## config.mk

```make
export PLATFORM = sky130hd
export DESIGN_NAME = qvr_round_sat
export DESIGN_NICKNAME = d
export VERILOG_FILES = /design/src/rtl/quaternion_vector_rotation_defines.svh /design/src/rtl/qvr_pkg.sv /design/src/rtl/qvr_round_sat.sv
export SDC_FILE = /design/constraint.sdc
export NUM_CORES = 1
export LEC_CHECK = 0
export ABC_AREA = 1
export BUFFER_PORTS_ARGS = -buffer_cell sky130_fd_sc_hd__buf_2
export CAP_MARGIN = 20
export CORE_AREA = 2 2 106 108
export DETAILED_ROUTE_END_ITERATION = 6
export DIE_AREA = 0 0 108 110
export GPL_TIMING_DRIVEN = 0
export PLACE_DENSITY = 0.87
export SYNTH_ARGS = -nofsm -noshare
export SYNTH_HDL_FRONTEND = slang
export SYNTH_SLANG_ARGS = --single-unit
```

## constraint.sdc

```tcl
create_clock -name clk -period 3.33 [get_ports clk]
set_input_delay 0.999 -clock clk [delete_from_list [all_inputs] [get_ports clk]]
set_output_delay 0.999 -clock clk [all_outputs]
set_load 0.05 [all_outputs]
```

## src/rtl/quaternion_vector_rotation_defines.svh

```systemverilog
// Assertion macros used by the quaternion vector rotation control (qvr_ctrl).
`ifndef QUATERNION_VECTOR_ROTATION_DEFINES_SVH
`define QUATERNION_VECTOR_ROTATION_DEFINES_SVH

// Same-cycle implication, checked outside reset.
`define QVR_ASSERT_NOW(lbl, clk, rst_n, ante, cons, msg) \
	lbl: assert property (@(posedge clk) disable iff (!rst_n) (ante) |-> (cons)) \
		else $error(msg);

// Next-cycle implication, checked outside reset.
`define QVR_ASSERT_NEXT(lbl, clk, rst_n, ante, cons, msg) \
	lbl: assert property (@(posedge clk) disable iff (!rst_n) (ante) |=> (cons)) \
		else $error(msg);

`endif

```

## src/rtl/qvr_pkg.sv

```systemverilog
// Types and constants of the quaternion vector rotation pipeline.
package qvr_pkg;

	// Field widths
	localparam int QVR_IN_W   = 16;
	localparam int QVR_OUT_W  = 18;
	localparam int QVR_FRAC   = 30;

	// Datapath widths: conjugated component, first and second product terms and sums
	localparam int QVR_P_W    = QVR_IN_W + 1;
	localparam int QVR_M1_W   = QVR_P_W + QVR_IN_W;
	localparam int QVR_T1_W   = QVR_M1_W + 2;
	localparam int QVR_M2_W   = QVR_T1_W + QVR_P_W;
	localparam int QVR_SUM_W  = QVR_M2_W + 2;
	localparam int QVR_RND_W  = QVR_SUM_W - QVR_FRAC;

	localparam int QVR_STAGES = 6;

	typedef logic signed [QVR_IN_W-1:0]  qvr_in_t;
	typedef logic signed [QVR_OUT_W-1:0] qvr_out_t;
	typedef logic signed [QVR_P_W-1:0]   qvr_p_t;
	typedef logic signed [QVR_M1_W-1:0]  qvr_m1_t;
	typedef logic signed [QVR_T1_W-1:0]  qvr_t1_t;
	typedef logic signed [QVR_M2_W-1:0]  qvr_m2_t;
	typedef logic signed [QVR_SUM_W-1:0] qvr_sum_t;
	typedef logic signed [QVR_RND_W-1:0] qvr_rnd_t;

	// Half an LSB of the result, added before the arithmetic shift
	localparam qvr_sum_t QVR_HALF    = qvr_sum_t'(1) <<< (QVR_FRAC - 1);
	localparam qvr_out_t QVR_OUT_MAX = {1'b0, {(QVR_OUT_W-1){1'b1}}};
	localparam qvr_out_t QVR_OUT_MIN = {1'b1, {(QVR_OUT_W-1){1'b0}}};

	// Per-stage load enables from the pipeline control
	typedef struct packed {
		logic s1;
		logic s2;
		logic s3;
		logic s4;
		logic s5;
		logic s6;
	} qvr_stage_en_t;

endpackage

```

## src/rtl/qvr_round_sat.sv

```systemverilog
// Round half up, shift out the fraction and saturate to 18 bits, stage 6.
module qvr_round_sat (
	input  logic                   clk,
	input  qvr_pkg::qvr_stage_en_t stage_en,
	input  qvr_pkg::qvr_sum_t      rx,
	input  qvr_pkg::qvr_sum_t      ry,
	input  qvr_pkg::qvr_sum_t      rz,
	output qvr_pkg::qvr_out_t      out_x_s6,
	output qvr_pkg::qvr_out_t      out_y_s6,
	output qvr_pkg::qvr_out_t      out_z_s6,
	output logic                   sat_s6
);
	import qvr_pkg::*;

	qvr_rnd_t rnd_x, rnd_y, rnd_z;
	logic     ovf_x, ovf_y, ovf_z;

	// floor((s + half) / 2^30): take the upper bits after adding half
	function automatic qvr_rnd_t round_shift(input qvr_sum_t s);
		qvr_sum_t t;
		t = s + QVR_HALF;
		return t[QVR_SUM_W-1:QVR_FRAC];
	endfunction

	// Out of range when the bits above the result are not all sign
	function automatic logic out_of_range(input qvr_rnd_t r);
		return !((&r[QVR_RND_W-1:QVR_OUT_W-1]) || !(|r[QVR_RND_W-1:QVR_OUT_W-1]));
	endfunction

	function automatic qvr_out_t clamp(input qvr_rnd_t r, input logic ovf);
		qvr_out_t c;
		if (!ovf) begin
			c = r[QVR_OUT_W-1:0];
		end else if (r[QVR_RND_W-1]) begin
			c = QVR_OUT_MIN;
		end else begin
			c = QVR_OUT_MAX;
		end
		return c;
	endfunction

	always_comb begin
		rnd_x = round_shift(rx);
		rnd_y = round_shift(ry);
		rnd_z = round_shift(rz);
		ovf_x = out_of_range(rnd_x);
		ovf_y = out_of_range(rnd_y);
		ovf_z = out_of_range(rnd_z);
	end

	// Output register
	always_ff @(posedge clk) begin
		if (stage_en.s6) begin
			out_x_s6 <= clamp(rnd_x, ovf_x);
			out_y_s6 <= clamp(rnd_y, ovf_y);
			out_z_s6 <= clamp(rnd_z, ovf_z);
			sat_s6   <= ovf_x || ovf_y || ovf_z;
		end
	end
endmodule
```

==> flow_metrics.py, run 1 <==
metrics = {
    "cells_and_area": {
        "drive_gt1_share_pct": 30.72,
        "area_growth_pct": 20.37,
        "fin_util_pct": 53.36,
        "diodes": 0,
        "nFillCells": 1057,
        "fin_nets": 949,
    },
    "yosys": {
        "synth_seq_cells": 55,
        "yosys_warnings": 0,
        "syn_nets": 810,
        "syn_area_per_cell_um2": 7.433,
        "syn_area_mm2": 0.004742,
        "netlist_instances": 638,
        "synth.distinct_cells": 26,
        "yosysSeqAreaShare_pct": 34.83,
    },
    "floorplan": {
        "chipHeight_um": 110,
        "core_area_mm2": 0.01070,
        "io-pin-count": 224,
        "die_width_um": 108,
        "dieArea_mm2": 0.01188,
        "fp-row-count": 38,
        "initial_core_util_pct": 44.33,
    },
    "critical_path": {
        "cp-start-kind": "input pin",
        "crit_path_end_kind": "register",
        "critical_path_class": "in -> reg",
        "required_ps": 3390,
        "cp_max_fo": 10,
        "critPathArrivalTime_ps": 2700,
    },
    "routing": {
        "ant_nets": 0,
        "drt-total-wl_um": 11120,
        "wl_met2_um": 5681,
        "routed.top_layer": "met4",
        "dr.pass1.iters": 4,
        "vias_per_cell": 4.772,
        "avgRoutedWirePerCell_um": 12.11,
        "wl_met1_um": 4588,
        "drc_errors": 0,
        "vias": 4381,
        "drt-initial-drc-count": 135,
        "wl_met3_um": 656,
    },
    "sta": {
        "rsz0062_at_grt": "no",
        "setup_violations": 0,
        "slew_headroom_pct": 50.38,
        "maxSlewViolCount": 0,
        "timing.hold.ws_ps": 1049,
        "post-route-period-util_pct": 79.07,
        "worst_pin_slew_ps": 744.3,
        "hold_viol": 0,
        "layout_min_cycle_time_ps": 2633,
        "tns_ps": 0,
        "max_freq_mhz": 379.8,
    },
    "clock_tree": {
        "ctsHoldBuffers": 0,
        "clock-sinks": 55,
        "cts_tree": "yes",
        "cts_max_level": 2,
        "post_cts_buffers": 0,
        "cts_resized": 0,
        "clk_path_buf_depth": 2,
        "clk_pin_slew_ps": 90,
        "numCtsBuffers": 5,
        "root_buffer": "clkbuf_8",
    },
    "pwr": {
        "power_leakage_uw": 0.002780,
        "powerDensity_mw_per_mm2": 321.7,
        "peakVddDrop_v": 0.0001905,
    },
    "grt": {
        "antenna_found_initial": 0,
        "grt_pass1_vias": 4056,
        "grt_pass1_wl_um": 18400,
        "gr-usage-all-layers_pct": 19.27,
        "grt_max_degree": 33,
        "grt-ovfl-total": 0,
    },
    "place": {
        "dp_hpwl_um": 9430,
        "place.gp.congestion": 0.9357,
        "port_buffers": 131,
    },
    "run": {
        "drv_cap": 0,
    },
    "hold_path": {
        "worst_hold_path.num_cells": 2,
        "min_path_type": "in -> reg",
    },
    "run_status": {
        "status": "finished clean",
    },
}
final timing paths:
| check | start | endpoint | slack (ps) |
|---|---|---|---|
| max | rz[30] | out_z_s6[16]$_DFFE_PP_ | 700 |
| min | rz[53] | out_z_s6[17]$_DFFE_PP_ | 1050 |
kinds of logic after synthesis:
kind of cell / Yosys count / share of synthesized area [%]
buffers and inverters: 55 / 5.462
xor gates and xnor gates: 52 / 9.763
adders and majority gates: 3 / 0.7916
AOI/OAI and AO/OA: 5 / 0.5276
and+or+nand+nor: 468 / 48.63
DFF: 55 / 34.83
Yosys cell counts (all sizes together):
| library cell | count | area [um2] |
|---|---|---|
| xnor2 | 22 | 200.2 |
| nor3 | 5 | 25.02 |
| xor2 | 30 | 262.8 |
| buf | 6 | 75.07 |
| and2 | 1 | 6.260 |
| nor2 | 103 | 629.4 |
| nand3 | 43 | 295.3 |
| o21ai | 5 | 25.02 |
| inv | 49 | 183.9 |
| nand3b | 4 | 33.78 |
| nand2 | 311 | 1310 |
| ha | 3 | 37.54 |
| edfxtp | 55 | 1652 |
| nand4 | 1 | 6.260 |
registers in the layout (all words and copies together) (netlist names):
register	cells
out_z_s6	18
out_x_s6	18
sat_s6	1
out_y_s6	18
worst max-delay path, cell delays in order:
cell and delay [ps]:
buf_2 90, ha_1 180, nand2_2 100, nor2_8 170, nand2_4 90, inv_2 60, nand2_2 80, xor2_1 330
nor2_2 80, nand2_2 120, nand2_4 120, buf_6 160, nand2_1 60, nand2_1 50
per-stage QoR:
stage	instance area (um2)	std cells	setup WS [ps]	power [uW]
after CTS	5708	918	701.7	1850
after detailed placement	5593	910	363.2	1396
final	5708	918	696.9	1836
after global placement	5573	909	432.0	1386
after floorplan	4742	638	682.6	1217
after global routing	5708	918	536.8	1921
placed cells by master, fill, tap and decap left out, drive strengths merged:
cell	synthesis	final
nand2	311	311
clkinvlp	0	1
nor2	103	103
ha	3	3
bufinv	0	1
inv	49	50
edfxtp	55	55
nor3	5	5
clkbuf	0	5
buf	6	138
nand3b	4	4
xnor2	22	22
o21ai	5	5
xor2	30	30
nand3	43	43
nand4	1	1
and2	1	1
report_power, final:
group,switching [uW],internal [uW]
sequential,12.6,825
combinational,398,142
clock,231,227
total,642,1190
routing by layer:
layer | GRT usage, % | vias up
met3 | 1.999 | 17
met4 | 5.220 | 0
li1 | - | 2272
met5 | 0 | -
met2 | 35.35 | 143
met1 | 24.15 | 1949
cell type report:
class	count	area [um2]	area share (%)
well taps	140	175.2	3.069
inverters	49	183.9	3.222
clock buffers	5	68.82	1.206
clock inverters	3	46.29	0.8110
plain buffers	6	75.07	1.315
multi-input cells	528	2831	49.61
flip-flops and latches	55	1652	28.93
repair buffers	132	675.6	11.84
Note: power is estimated with default switching activity, not from simulation.
==> inputs of run 2 (changes only) <==
clock period = 2.5 ns   (was 3.33 ns; I/O delays follow)
==> run 2 against run 1 <==
- combinational power is 33% higher
- cell area is 0.31% higher
- sequential cell count stayed put
- sequential share of layout area is 0.089 points lower
- routed wire length is 0.33% lower
- critical path type unchanged
- critical endpoint is now out_y_s6[16]$_DFFE_PP_
==> flow_metrics.py, run 2 (synthesis gave the netlist of run 1 again) <==
metrics = {
    "run_status": {
        "status": "finished clean",
    },
    "hold_path": {
        "min_to": "out_x_s6[17]$_DFFE_PP_",
        "worst_hold_path.num_cells": 3,
        "hp-start": "rx[53]",
        "min_path_type": "in -> reg",
    },
    "grt": {
        "antenna_found_initial": 0,
        "grt_max_degree": 33,
        "gr-usage-all-layers_pct": 19.27,
        "grt_pass1_vias": 4056,
        "grt-ovfl-total": 0,
        "grt_pass1_wl_um": 18400,
    },
    "clock_tree": {
        "root_buffer": "clkbuf_8",
        "cts_tree": "yes",
        "clk_pin_slew_ps": 110,
        "numCtsBuffers": 5,
        "clock-sinks": 55,
        "cts_max_level": 2,
        "post_cts_buffers": 0,
        "clk_path_buf_depth": 2,
    },
    "pwr": {
        "powerDensity_mw_per_mm2": 427.2,
        "finalPower_uw": 2446,
        "power_leakage_uw": 0.002784,
        "peakVddDrop_v": 0.0002537,
    },
    "cells_and_area": {
        "area_growth_pct": 20.74,
        "regArea_mm2": 0.001652,
        "drive_gt1_share_pct": 31.11,
        "final_area_mm2": 0.005725,
        "nFillCells": 1053,
        "fin_nets": 949,
        "multi_input_area_mm2": 0.002849,
        "diodes": 0,
        "final_common_cell": "nand2_1",
        "top_regs": "out_x_s6 (18), out_y_s6 (18), out_z_s6 (18)",
        "layout.cells.most_common_list": "274 x nand2_1, 131 x buf_2, 62 x nor2_1",
    },
    "sta": {
        "setup_violations": 0,
        "maxSlewViolCount": 0,
        "post-route-period-util_pct": 94.39,
        "max_freq_mhz": 423.8,
        "worst_pin_slew_ps": 735.3,
        "layout_min_cycle_time_ps": 2360,
        "hold_viol": 0,
        "timing.hold.ws_ps": 816.9,
        "rsz0062_at_grt": "yes",
        "slew_headroom_pct": 50.98,
    },
    "routing": {
        "drt-initial-drc-count": 130,
        "dr.pass1.iters": 5,
        "drt-total-wl_um": 11080,
        "drc_errors": 0,
        "ant_nets": 0,
        "avgRoutedWirePerCell_um": 12.07,
        "vias": 4402,
        "vias_per_cell": 4.795,
    },
    "place": {
        "port_buffers": 131,
        "dp_hpwl_um": 9430,
        "place.gp.congestion": 0.9357,
        "postPlaceCellArea_mm2": 0.005593,
    },
    "critical_path": {
        "cp_slowest_cell": "nor2_4",
        "max_stage_delay_ps": 200,
        "required_ps": 2560,
        "critical_path_class": "in -> reg",
        "cp-start-kind": "input pin",
        "critPathArrivalTime_ps": 2420,
        "crit_chain": "buf_2 > ha_1 > nand2_1 > nor2_4 > nand3_2 > nor2_2 > nor2_1 > nor2_1 > nand2_1 > nor2_2 > nand2_2 > nand3_4 > buf_6 > nand2_1",
        "crit_path_end_kind": "register",
        "cp_max_fo": 10,
        "worst_path_most_repeated_cell": "nand2_1",
    },
    "floorplan": {
        "chipHeight_um": 110,
        "fp-row-count": 38,
        "initial_core_util_pct": 44.33,
        "dieArea_mm2": 0.01188,
        "die_width_um": 108,
        "core_area_mm2": 0.01070,
        "io-pin-count": 224,
    },
    "run": {
        "drv_cap": 0,
    },
}
run 2: cell counts in the layout (fill, tap and decap cells not counted):
Identical to the previous run, type by type.
run 2: how the worst max path moves through the flow:
stage / end / startpoint / cells past startpoint / slack [ps]
2_1_floorplan: out_y_s6[10]$_DFFE_PP_ / ry[29] / 13 / 100
3_3_place_gp: sat_s6$_DFFE_PP_ / rz[30] / 14 / -150
3_5_place_dp: out_y_s6[16]$_DFFE_PP_ / ry[29] / 14 / -220
4_1_cts: out_y_s6[16]$_DFFE_PP_ / ry[29] / 14 / 120
5_1_grt: out_y_s6[16]$_DFFE_PP_ / ry[29] / 14 / -7
6_report: out_y_s6[16]$_DFFE_PP_ / ry[29] / 14 / 140
run 2: per-layer routing:
metal	share of wire [%]	wire (um)	up-vias	global-route usage, %
met4	2.0	223	0	5.220
met1	42	4603	1952	24.15
met5	0	0	-	0
met3	5.2	572	19	1.999
li1	-	-	2269	-
met2	51	5683	162	35.35
run 2: repair_timing:
| action | 4_1_cts | 5_1_grt |
|---|---|---|
| hold buffers | 0 | 0 |
| resized for setup | 0 | 3 |
| endpoints found under the setup margin | 0 | 14 |
run 2: area by class of cell:
| class | instances | share of cell area [%] |
|---|---|---|
| buffer | 6 | 1.311 |
| clock buffer | 5 | 1.202 |
| clock inverter | 3 | 0.8086 |
| inverter | 49 | 3.212 |
| multi-input combinational | 528 | 49.76 |
| sequential | 55 | 28.85 |
| tap | 140 | 3.059 |
| timing repair buffer | 132 | 11.80 |
run 2: report_power, final:
group	leakage [uW]	total (uW)	internal (uW)	switching (uW)
Sequential	0.000538	1120	1100	16.7
Clock	0.0000548	610	302	307
Combinational	0.00219	721	190	531
run 2: per-stage QoR:
step	util [%]	worst slack (ps)	std cells	TNS, ps
after floorplan	-	101.6	638	0
after global placement	52.09	-149.0	909	-4208
after detailed placement	52.28	-217.8	910	-6189
after CTS	53.36	120.7	918	0
after global routing	53.52	-6.751	918	-14.21
final	53.52	140.1	918	0
run 2: worst max-delay path, delay by kind of cell:
family	cells	cell delay, ps
adder cells (fa/ha/maj)	1	170
buffers and inverters	2	250
AND/OR/NAND/NOR	11	1240
