**src/rtl/quaternion_vector_rotation_defines.svh**
```systemverilog
// Assertion macros used by the quaternion vector rotation control (qvr_ctrl).
`ifndef QUATERNION_VECTOR_ROTATION_DEFINES_SVH
`define QUATERNION_VECTOR_ROTATION_DEFINES_SVH

// Same-cycle implication, checked outside reset.
`define QVR_ASSERT_NOW(lbl, clk, rst_n, ante, cons, msg) \
	lbl: assert property (@(posedge clk) disable iff (!rst_n) (ante) |-> (cons)) \
		else $error(msg);

// Next-cycle implication, checked outside reset.
`define QVR_ASSERT_NEXT(lbl, clk, rst_n, ante, cons, msg) \
	lbl: assert property (@(posedge clk) disable iff (!rst_n) (ante) |=> (cons)) \
		else $error(msg);

`endif

```
**src/rtl/qvr_pkg.sv**
```systemverilog
// Types and constants of the quaternion vector rotation pipeline.
package qvr_pkg;

	// Field widths
	localparam int QVR_IN_W   = 16;
	localparam int QVR_OUT_W  = 18;
	localparam int QVR_FRAC   = 30;

	// Datapath widths: conjugated component, first and second product terms and sums
	localparam int QVR_P_W    = QVR_IN_W + 1;
	localparam int QVR_M1_W   = QVR_P_W + QVR_IN_W;
	localparam int QVR_T1_W   = QVR_M1_W + 2;
	localparam int QVR_M2_W   = QVR_T1_W + QVR_P_W;
	localparam int QVR_SUM_W  = QVR_M2_W + 2;
	localparam int QVR_RND_W  = QVR_SUM_W - QVR_FRAC;

	localparam int QVR_STAGES = 6;

	typedef logic signed [QVR_IN_W-1:0]  qvr_in_t;
	typedef logic signed [QVR_OUT_W-1:0] qvr_out_t;
	typedef logic signed [QVR_P_W-1:0]   qvr_p_t;
	typedef logic signed [QVR_M1_W-1:0]  qvr_m1_t;
	typedef logic signed [QVR_T1_W-1:0]  qvr_t1_t;
	typedef logic signed [QVR_M2_W-1:0]  qvr_m2_t;
	typedef logic signed [QVR_SUM_W-1:0] qvr_sum_t;
	typedef logic signed [QVR_RND_W-1:0] qvr_rnd_t;

	// Half an LSB of the result, added before the arithmetic shift
	localparam qvr_sum_t QVR_HALF    = qvr_sum_t'(1) <<< (QVR_FRAC - 1);
	localparam qvr_out_t QVR_OUT_MAX = {1'b0, {(QVR_OUT_W-1){1'b1}}};
	localparam qvr_out_t QVR_OUT_MIN = {1'b1, {(QVR_OUT_W-1){1'b0}}};

	// Per-stage load enables from the pipeline control
	typedef struct packed {
		logic s1;
		logic s2;
		logic s3;
		logic s4;
		logic s5;
		logic s6;
	} qvr_stage_en_t;

endpackage

```
**src/rtl/qvr_ctrl.sv**
```systemverilog
// Valid tracking and per-stage enables of the rotation pipeline.
`include "quaternion_vector_rotation_defines.svh"

module qvr_ctrl (
	input  logic                  clk,
	input  logic                  arst_n,
	input  logic                  in_valid,
	output logic                  in_ready,
	output logic                  out_valid,
	input  logic                  out_ready,
	output qvr_pkg::qvr_stage_en_t stage_en
);
	import qvr_pkg::*;

	logic [QVR_STAGES-1:0] valid_q;
	logic [QVR_STAGES-1:0] en;

	// A stage loads when it is empty or its content moves on
	always_comb begin
		en[QVR_STAGES-1] = !valid_q[QVR_STAGES-1] || out_ready;
		for (int k = QVR_STAGES - 2; k >= 0; k--) begin
			en[k] = !valid_q[k] || en[k+1];
		end
	end

	// Valid bits move with the data
	always_ff @(posedge clk or negedge arst_n) begin
		if (!arst_n) begin
			valid_q <= '0;
		end else begin
			if (en[0]) begin
				valid_q[0] <= in_valid;
			end
			for (int k = 1; k < QVR_STAGES; k++) begin
				if (en[k]) begin
					valid_q[k] <= valid_q[k-1];
				end
			end
		end
	end

	assign in_ready    = en[0];
	assign out_valid   = valid_q[QVR_STAGES-1];
	assign stage_en.s1 = en[0];
	assign stage_en.s2 = en[1];
	assign stage_en.s3 = en[2];
	assign stage_en.s4 = en[3];
	assign stage_en.s5 = en[4];
	assign stage_en.s6 = en[5];

	// A held stage keeps its item
	`QVR_ASSERT_NEXT(a_held_stage_keeps, clk, arst_n, |(valid_q & ~en), ((valid_q & $past(valid_q & ~en)) == $past(valid_q & ~en)), "stalled stage lost its item")
	// Full pipeline with a stalled output takes nothing
	`QVR_ASSERT_NOW(a_full_stall_blocks, clk, arst_n, (&valid_q) && !out_ready, !in_ready, "input taken while pipeline full and stalled")
	// No result appears from an empty pipeline
	`QVR_ASSERT_NEXT(a_no_phantom, clk, arst_n, (valid_q == '0) && !(in_valid && in_ready), !valid_q[QVR_STAGES-1], "result appeared with nothing in flight")
endmodule

```
**config.mk**
```make
export PLATFORM = sky130hd
export DESIGN_NAME = qvr_ctrl
export DESIGN_NICKNAME = d
export VERILOG_FILES = /design/src/rtl/qvr_pkg.sv /design/src/rtl/qvr_ctrl.sv
export VERILOG_INCLUDE_DIRS = /design/src /design/src/rtl
export SDC_FILE = /design/constraint.sdc
export NUM_CORES = 1
export LEC_CHECK = 0
export BUFFER_PORTS_ARGS = -buffer_cell sky130_fd_sc_hd__buf_2
export CELL_PAD_IN_SITES_DETAIL_PLACEMENT = 1
export CELL_PAD_IN_SITES_GLOBAL_PLACEMENT = 1
export CORE_AREA = 8 8 45 47
export DETAILED_ROUTE_END_ITERATION = 7
export DIE_AREA = 0 0 53 55
export PLACE_DENSITY = 0.61
export SYNTH_ARGS = -nofsm -noshare
export SYNTH_HDL_FRONTEND = slang
export SYNTH_SLANG_ARGS = --single-unit
```
**constraint.sdc**
```tcl
create_clock -name clk -period 2.65 [get_ports clk]
set_clock_uncertainty 0.15 [all_clocks]
set_input_delay 0.1325 -clock clk [delete_from_list [all_inputs] [get_ports clk]]
set_output_delay 0.1325 -clock clk [all_outputs]
set_load 0.05 [all_outputs]
```
==> metrics.yaml, run 1 <==
timing:
  drv_slew: 0
  finalHoldViolCount: 0
  rsz0062_at_grt: "false"
  period_share: 0.6147
  relSlewSlack: 0.8274
  post-route-min-period_ns: 1.629
  clock.fmax_mhz: 613.9
  fin_tns_setup_ns: 0
  worstMarginPinSlew_ns: 0.2588
  setup_viol: 0
final_layout:
  fin_util: 0.2568
  drive_gt1_frac: 0.4000
  final_net_count: 41
  fin_area_um2: 355.3
  reg_top3: "valid_q x6"
  largest_register_ffs: 6
  synthToLayoutAreaGrowth_pct: 38.54
  n_antenna_cell: 0
  regMostFlops: "valid_q"
yosys:
  synthArstFlopShare: 1.000
  yosysSeqAreaShare: 0.5854
  yosys_warnings: 0
  synth_edf_count: 0
  ys_top_cells_by_count: "dfrtp_1 (6), nand2b_1 (3)"
  yosysMostFrequentCell: "dfrtp_1"
  syn_area_um2: 256.5
  postSynthAreaPerCell_um2: 12.21
  syn-instance-count: 21
  ys_types: 14
  yosys_most_used_dff: "dfrtp_1"
  ys_seq_elements: 6
  yosys.area.top_type: "dfrtp_1"
  synth.area.top_cells: "dfrtp_1 (59%), nand2b_1 (7.3%), buf_6 (4.4%)"
  synth_fp_nets: 25
  netlist.area_leader.share: 0.5854
worst_setup_path:
  critPathSlowestCell: "dfrtp_1"
  crit_buf_inv: 1
  worstSetupPathType: "reg -> out"
  critPathRequiredTime_ns: 2.37
  critPathTopFamily: "simple AND/OR/NAND/NOR gates"
  critical_path.max_stage_delay_ns: 0.37
  cp_cell_sequence: "and4b_1 -> nand4_1 -> buf_2"
  path_max_fanout: 8
  worstSetupEndpointType: "output pin"
  cp.arrival_ns: 1.35
  start_kind: "flop"
hold_path:
  hp-class: "in -> reg"
detailed_routing:
  drtPass1Iterations: 2
  drt_wl_total_um: 657
  drc: 0
  via_per_inst: 4.412
  wl_per_cell_um: 12.88
  drt_iter0_drc: 1
  vias: 225
  postRouteAntennaNets: 0
floorplan:
  die_w_um: 53
  start_util: 0.1854
  dieArea_um2: 2915
  rows: 14
  ioPinCount: 12
  core_area_um2: 1384
  die_y_um: 55
placement:
  hpwl_um: 541.5
  place_congestion: 0.6090
  port_buffers: 11
  dpl-instance-area_um2: 312.8
clock_tree:
  cts_root_buffer: "clkbuf_4"
  cts_tree: "built"
  cts-resized-gates: 0
  insertion_delay_ns: 0.24
  cts_sinks: 6
  htreeDepth: 1
  cts_made_buffers: 3
  clkSlewWorstSetupHoldPaths_ns: 0.04
  cts_buffer_depth: 2
pwr:
  vdd_ir_drop_max_mv: 0.2450
  p_leak_nw: 0.1577
  p_per_area_nw_per_um2: 819.2
grt:
  grt_pass1_wl_um: 1124
  grt_pass1_vias: 260
  antenna_found_initial: 0
  grt_start_max_net_pins: 9
  globalRouteOverflowTotal: 0
  grt_usage: 0.05379
run:
  maxCapViolations: 0
outcome:
  status: "finished clean"
==> report_power, final <==
part	switching, mW	total, mW	internal [mW]	leakage (nW)
clock	0.0282	0.0791	0.0509	0.0138
combinational	0.0709	0.0957	0.0249	0.0808
sequential	0.0120	0.116	0.104	0.0631
total	0.111	0.291	0.180	0.158
==> logic make-up (layout without fill, tap and decap cells) <==
| logic type | after synthesis | count (layout) | share of synthesized area |
|---|---|---|---|
| and+or+nand+nor | 9 | 9 | 0.2244 |
| AOI/OAI and AO/OA | 3 | 3 | 0.1025 |
| DFF | 6 | 6 | 0.5854 |
| buffers and inverters | 3 | 17 | 0.08780 |
==> placed cells by master, fill, tap and decap left out, types with 2 or more instances in the layout <==
cell and n:
dlygate4sd3_1 2, clkbuf_4 3, dfrtp_1 6, buf_2 11, nand2b_1 3
==> metrics by stage <==
stage | hold WS, ns | worst slack (ns) | std cells | power, mW
floorplan | -0.3131 | 0.4123 | 21 | 0.1935
global placement | -0.1960 | 1.335 | 46 | 0.2064
detailed placement | -0.1848 | 1.267 | 46 | 0.2128
CTS | 0.05091 | 0.9943 | 51 | 0.2986
global route | 0.07583 | 0.9214 | 51 | 0.3118
finish | 0.05456 | 1.021 | 51 | 0.2911
==> worst min-delay path: stages <==
cell and delay, ns:
buf_2 0.09, nand3b_1 0.12, nand2b_1 0.06
==> layer usage <==
| layer | track usage | vias to the layer above | wire (µm) |
|---|---|---|---|
| met5 | 0 | - | 0 |
| met4 | 0.02586 | 0 | 5 |
| met3 | 0.04813 | 2 | 114 |
| met2 | 0.08203 | 14 | 286 |
| met1 | 0.04923 | 109 | 250 |
| li1 | - | 100 | - |
==> final cells by class <==
cell class / count / area, µm²
Timing Repair Buffer: 13 / 75.07
Inverter: 1 / 3.754
Clock buffer: 3 / 22.52
Sequential cell: 6 / 150.1
Tap cell: 16 / 20.02
Multi-Input combinational cell: 12 / 83.83
Fill cell: 169 / 1028
==> final timing paths <==
path | start | cells past startpoint | endpoint | slack (ns)
setup reg to reg | valid_q[4] | 2 | valid_q[0] | 1.45
max in group asynchronous | arst_n | 2 | valid_q[3] | 2.10
hold reg to reg | valid_q[3] | 1 | valid_q[4] | 0.31
setup / recovery | valid_q[5] | 3 | stage_en[5] | 1.02
min in group asynchronous | arst_n | 2 | valid_q[2] | 0.10
hold / removal | out_ready | 3 | valid_q[4] | 0.05
==> timing repair <==
action	CTS	global route
setup endpoints to repair	0	0
endpoints found under the hold margin	7	0
hold buffers	2	0
buffers inserted	0	0
Power figures use the tool's default switching activity.
==> run 2: changes to the inputs <==
==> constraint.sdc (replaced) <==
create_clock -name clk -period 1.5 [get_ports clk]
set_clock_uncertainty 0.15 [all_clocks]
set_input_delay 0.075 -clock clk [delete_from_list [all_inputs] [get_ports clk]]
set_output_delay 0.075 -clock clk [all_outputs]
set_load 0.05 [all_outputs]
==> run 2 against run 1 <==
Compared with the run above: the run now ends with setup timing left; die area unchanged; hold slack worse by 0.028 ns; sequential cell count stayed put; sequential share of layout area is 7.0 points lower; non-clock buffer count rose by 6; routed wire length is 12% higher; sequential power is 75% higher; count of clock-buffer cells in the layout grew 1; largest cell class unchanged.
==> metrics.yaml, run 2 (synthesized netlist as in run 1, its figures left out) <==
grt:
  antenna_found_initial: 0  # unchanged
  globalRouteOverflowTotal: 0  # unchanged
  grt_usage: 0.06041  # +0.006619
  grt_pass1_vias: 286  # +10%
  grt_pass1_wl_um: 1235  # +9.9%
  grt_start_max_net_pins: 8  # -1
worst_setup_path:
  endpoint: "in_ready"
  worstSetupPathType: "reg -> out"
  path_max_fanout: 6  # -2
  reg2reg_slack_ns: 0.06  # -1.39 ns
  cp_cell_sequence: "and4b_2 -> nand4_1 -> buf_6"
  r2r_start: "valid_q[4]"
  critical_path.max_stage_delay_ns: 0.34  # -0.03 ns
  start_kind: "flop"
  r2r_end: "valid_q[0]"
  critPathRequiredTime_ns: 1.27  # -1.10 ns
  reg2regPathDepth: 4  # +2
  crit_buf_inv: 1  # unchanged
  cp.arrival_ns: 1.30  # -0.05 ns
  critPathSlowestCell: "dfrtp_1"
  critPathTopFamily: "simple AND/OR/NAND/NOR gates"
  worst-path-stages: 3  # unchanged
  crit_path_start: "valid_q[4]"
  worstSetupEndpointType: "output pin"
timing:
  rsz0062_at_grt: "true"
  setup_viol: 2  # +2
  drv_slew: 0  # unchanged
  finalHoldViolCount: 0  # unchanged
  worst_slack_ns: -0.02320  # -1.044 ns
  period_share: 1.015
  post-route-min-period_ns: 1.523
  clock.fmax_mhz: 656.5
  relSlewSlack: 0.8327  # +0.005349
  worstMarginPinSlew_ns: 0.2527  # -0.006090 ns
clock_tree:
  insertion_delay_ns: 0.25  # about the same
  htreeDepth: 1  # unchanged
  cts_tree: "built"
  clkSlewWorstSetupHoldPaths_ns: 0.05  # about the same
  cts_root_buffer: "clkbuf_4"
  cts_made_buffers: 3  # unchanged
  cts_sinks: 6  # unchanged
  cts_buffer_depth: 2  # unchanged
floorplan:
  core_area_um2: 1384  # unchanged
  rows: 14  # unchanged
  die_w_um: 53  # unchanged
  ioPinCount: 12  # unchanged
  dieArea_um2: 2915  # unchanged
  start_util: 0.1854  # unchanged
  die_y_um: 55  # unchanged
detailed_routing:
  drt_wl_total_um: 734  # +12%
  top_layer: "met3"
  routedLengthMet1_um: 273  # +9.2%
  drc: 0  # unchanged
  via_per_inst: 4.138  # -6.2%
  wl_per_cell_um: 12.66  # -1.8%
  dr_wl_met2_um: 369  # +29%
  routed-wl-met3_um: 91  # -20%
  vias: 240  # +6.7%
  drt_iter0_drc: 1  # unchanged
  postRouteAntennaNets: 0  # unchanged
  drtPass1Iterations: 2  # unchanged
pwr:
  p_seq_frac: 0.351  # -0.048
  sw_frac_of_total: 0.3694  # -0.01218
  clkPwrFrac: 0.278  # +0.006
  p_per_area_nw_per_um2: 1348  # +65%
  vdd_ir_drop_max_mv: 0.4959  # +100%
  p_switching_mw: 0.2137  # +92%
  p_total_mw: 0.5785  # +99%
  p_leak_nw: 0.1967  # +25%
  combPwrFrac: 0.371  # +0.042
  internal_power_mw: 0.3648  # +100%
placement:
  place_congestion: 0.6344  # +4.2%
  place_ws_ns: 0.1480  # -1.118 ns
  port_buffers: 11  # unchanged
outcome:
  status: "complete, but fails checks"
  violations: "setup timing"
final_layout:
  multi_input_area_um2: 85.08  # +1.5%
  drive_gt1_frac: 0.5000  # +0.1000
  synthToLayoutAreaGrowth_pct: 67.32
  fillers: 157  # -7.1%
  seqCellArea_um2: 151.4  # +0.83%
  regMostFlops: "valid_q"
  final_net_count: 47  # +15%
  reg_top3: "valid_q x6"
  n_antenna_cell: 0  # unchanged
  final_cell_mix: "buf_2 (6), buf_4 (6), clkbuf_4 (5), dfrtp_1 (5)"
  fin_util: 0.3101  # +0.05335
  largest_register_ffs: 6  # unchanged
run:
  maxCapViolations: 0  # unchanged
hold_path:
  hp-class: "in -> async"
==> run 2: cell types whose count changed in the layout (fill, tap and decap cells not counted) <==
cell / delta
buf_4: +6
buf_2: -5
buf_6: +2
clkbuf_4: +2
and4b_1: -1
and4b_2: +1
clkbuf_1: +1
dfrtp_1: -1
dfrtp_2: +1
dlygate4sd3_1: +1
==> run 2: layout make-up <==
type	count	area share
clock buffers	4	0.06122
inverters	1	0.008746
multi-input cells	12	0.1983
flip-flops and latches	6	0.3528
well taps	16	0.04665
repair buffers	19	0.3324
==> run 2: through the flow <==
step	instance area, µm²	setup TNS, ns	hold slack [ns]	cells
after global placement	314.1	0	-0.2525	46
after detailed placement	314.1	0	-0.2417	46
after floorplan	261.5	-0.6178	-0.3706	21
after CTS	414.1	-0.04748	0.02019	57
after global routing	429.2	-0.1802	0.03050	58
final	429.2	-0.04541	0.02652	58
==> run 2: power groups by stage <==
stage,clock network (mW),logic (mW),registers [mW]
4_1_cts,0.173,0.204,0.203
5_1_grt,0.183,0.227,0.206
6_report,0.161,0.214,0.203
3_5_place_dp,0,0.166,0.208
3_3_place_gp,0,0.162,0.204
2_1_floorplan,0,0.133,0.211
==> run 2: how the worst min path moves through the flow <==
stage / startpoint / to / slack, ns / cells after the start
final: arst_n / valid_q[4] / 0.03 / 2
after detailed placement: arst_n / valid_q[4] / -0.24 / 1
after global placement: arst_n / valid_q[4] / -0.25 / 1
after global routing: arst_n / valid_q[3] / 0.03 / 2
after CTS: arst_n / valid_q[4] / 0.02 / 2
after floorplan: arst_n / valid_q[0] / -0.37 / 0
==> run 2: what timing repair did <==
action	4_1_cts	5_1_grt
endpoints found under the setup margin	5	4
pin swaps	2	0
setup buffers	4	1
resized for setup	5	4
hold buffers	3	0
hold endpoints to repair	9	0
==> run 2: metal layers <==
layer / global-route usage / up-vias
li1: - / 114
met1: 0.05393 / 113
met2: 0.09961 / 13
met3: 0.05615 / 0
met4: 0.01293 / 0
met5: 0 / -
==> run 3: changes to the inputs <==
--- a/config.mk
+++ b/config.mk
@@ -13,6 +13,7 @@
 export DETAILED_ROUTE_END_ITERATION = 7
 export DIE_AREA = 0 0 53 55
 export PLACE_DENSITY = 0.61
+export SETUP_SLACK_MARGIN = 0.1
 export SYNTH_ARGS = -nofsm -noshare
 export SYNTH_HDL_FRONTEND = slang
 export SYNTH_SLANG_ARGS = --single-unit
==> run 3 against run 2 <==
Compared with the run above: setup slack improved by 0.0052 ns; routed wire length grew 20%; combinational power up 21%; first-iteration DRC count shrank 100%; core utilization rose by 3.8 points; sequential share of layout area fell by 3.8 points; critical endpoint is now stage_en[4]; sequential power about the same; the run still ends with setup timing left; critical path depth up 1; clock power up 4%; design area grew 12%; maximum frequency grew 0.34%; critical path type unchanged; non-clock buffer count is 2 higher.
==> metrics.yaml, run 3 (synthesized netlist as in run 1, its figures left out) <==
outcome:
  status: "complete, but fails checks"
  violations: "setup timing"
detailed_routing:
  via_per_inst: 4.083  # -1.3%
  drt_wl_total_um: 884  # +20%
  postRouteAntennaNets: 0  # unchanged
  drtPass1Iterations: 1  # -1
  drc: 0  # unchanged
  wl_per_cell_um: 14.73  # +16%
  drt_iter0_drc: 0  # -1
  vias: 245  # +2.1%
worst_setup_path:
  reg2regPathDepth: 4  # unchanged
  worstSetupPathType: "reg -> out"
  crit_path_start: "valid_q[5]"
  start_kind: "flop"
  critPathRequiredTime_ns: 1.27  # about the same
  worstSetupEndpointType: "output pin"
  path_max_fanout: 5  # -1
  reg2reg_slack_ns: 0.05  # about the same
  r2r_end: "valid_q[0]"
  r2r_start: "valid_q[5]"
  endpoint: "stage_en[4]"
  cp.arrival_ns: 1.29  # about the same
final_layout:
  reg_top3: "valid_q x6"
  synthToLayoutAreaGrowth_pct: 87.80
  regMostFlops: "valid_q"
  layout_commonest_cell: "buf_4"
  final_cell_mix: "buf_4 (7), dfrtp_1 (5), clkbuf_4 (4), dlygate4sd3_1 (4), buf_2 (4)"
  drive_gt1_frac: 0.5682  # +0.06818
  n_antenna_cell: 0  # unchanged
  largest_register_ffs: 6  # unchanged
  final_net_count: 49  # +4.3%
clock_tree:
  insertion_delay_ns: 0.25  # about the same
  htreeDepth: 1  # unchanged
  cts_tree: "built"
  clkSlewWorstSetupHoldPaths_ns: 0.05  # about the same
  cts_root_buffer: "clkbuf_4"
  cts_sinks: 6  # unchanged
  cts_made_buffers: 3  # unchanged
  cts_buffer_depth: 2  # unchanged
grt:
  grt_usage: 0.07143  # +0.01102
  antenna_found_initial: 0  # unchanged
  globalRouteOverflowTotal: 0  # unchanged
  grt_start_max_net_pins: 8  # unchanged
  grt_pass1_vias: 302  # +5.6%
  grt_pass1_wl_um: 1414  # +14%
placement:
  place_congestion: 0.6234  # -1.7%
  port_buffers: 11  # unchanged
  place_ws_ns: 0.1431  # -0.004933 ns
  hpwl_um: 533.8
floorplan:
  start_util: 0.1854  # unchanged
  die_w_um: 53  # unchanged
  core_area_um2: 1384  # unchanged
  die_y_um: 55  # unchanged
  ioPinCount: 12  # unchanged
  rows: 14  # unchanged
  dieArea_um2: 2915  # unchanged
timing:
  fin_tns_setup_ns: -0.02654  # +0.01888 ns
  post-route-min-period_ns: 1.518  # -0.005226 ns
  worstMarginPinSlew_ns: 0.2455  # -0.007172 ns
  drv_slew: 0  # unchanged
  setup_viol: 2  # unchanged
  rsz0062_at_grt: "true"
  clock.fmax_mhz: 658.8  # +0.34%
  finalHoldViolCount: 0  # unchanged
  relSlewSlack: 0.8363  # +0.003623
  period_share: 1.012  # -0.003484
  worst_slack_ns: -0.01797  # +0.005226 ns
  whs_ns: 0.02705  # +0.0005289 ns
run:
  maxCapViolations: 0  # unchanged
pwr:
  p_per_area_nw_per_um2: 1313  # -2.6%
  p_leak_nw: 0.2193  # +11%
  vdd_ir_drop_max_mv: 0.3841  # -23%
hold_path:
  hp-class: "in -> async"
## run 3: cell types whose count changed in the layout (fill, tap and decap cells not counted)
cell,delta
inv_2,+1
buf_8,+3
buf_4,+1
nand2_2,+1
nand3_2,+1
nand3_1,-1
buf_2,-2
inv_1,-1
dlygate4sd3_1,+1
nand2_1,-1
clkbuf_4,-1
## run 3: worst min path at each step
stage / to / slack (ns) / depth (start not counted)
final: valid_q[5] / 0.03 / 2
after global routing: valid_q[2] / 0.04 / 2
after CTS: valid_q[5] / 0.02 / 2
after detailed placement: valid_q[4] / -0.24 / 1
after global placement: valid_q[4] / -0.25 / 1
after floorplan: valid_q[0] / -0.37 / 0
## run 3: metal layers
metal,routed length (µm),vias to the layer above,share of wire,global-route usage
met3,93,0,0.11,0.04545
met1,328,117,0.37,0.06173
met2,461,11,0.52,0.1191
met5,0,-,0,0
met4,0,0,0,0.05172
li1,-,117,-,-
## run 3: power by group
group,switching (mW),leakage (nW),internal [mW]
clock,0.0658,0.0150,0.101
combinational,0.148,0.142,0.112
sequential,0.0222,0.0627,0.184
## run 3: what timing repair did
| item | CTS | global route |
|---|---|---|
| endpoints found under the hold margin | 8 | 0 |
| hold buffers | 4 | 0 |
| setup buffers | 3 | 3 |
| setup endpoints to repair | 5 | 7 |
| pin swaps | 2 | 1 |
| gates resized for setup | 10 | 10 |
## run 3: worst max-delay path, stage by stage, from the launching register on
cell and delay, ns:
dfrtp_2 0.39, and4b_2 0.28, buf_4 0.15, nand3_2 0.08, buf_8 0.14
## run 3: per-stage QoR
stage | power, mW | util | instance area, µm² | instances
final | 0.6326 | 0.3481 | 481.7 | 60
after global routing | 0.6695 | 0.3481 | 481.7 | 60
after global placement | 0.3652 | 0.2269 | 314.1 | 46
after detailed placement | 0.3750 | 0.2269 | 314.1 | 46
after CTS | 0.5944 | 0.3119 | 431.7 | 57
after floorplan | 0.3440 | - | 261.5 | 21
## run 3: area by class of cell
type / count / area, µm²
Clock buffer: 4 / 26.28
Fill cell: 162 / 902.1
Inverter: 1 / 3.754
Multi-Input combinational cell: 12 / 92.59
Sequential cell: 6 / 151.4
Tap cell: 16 / 20.02
Timing Repair Buffer: 21 / 187.7
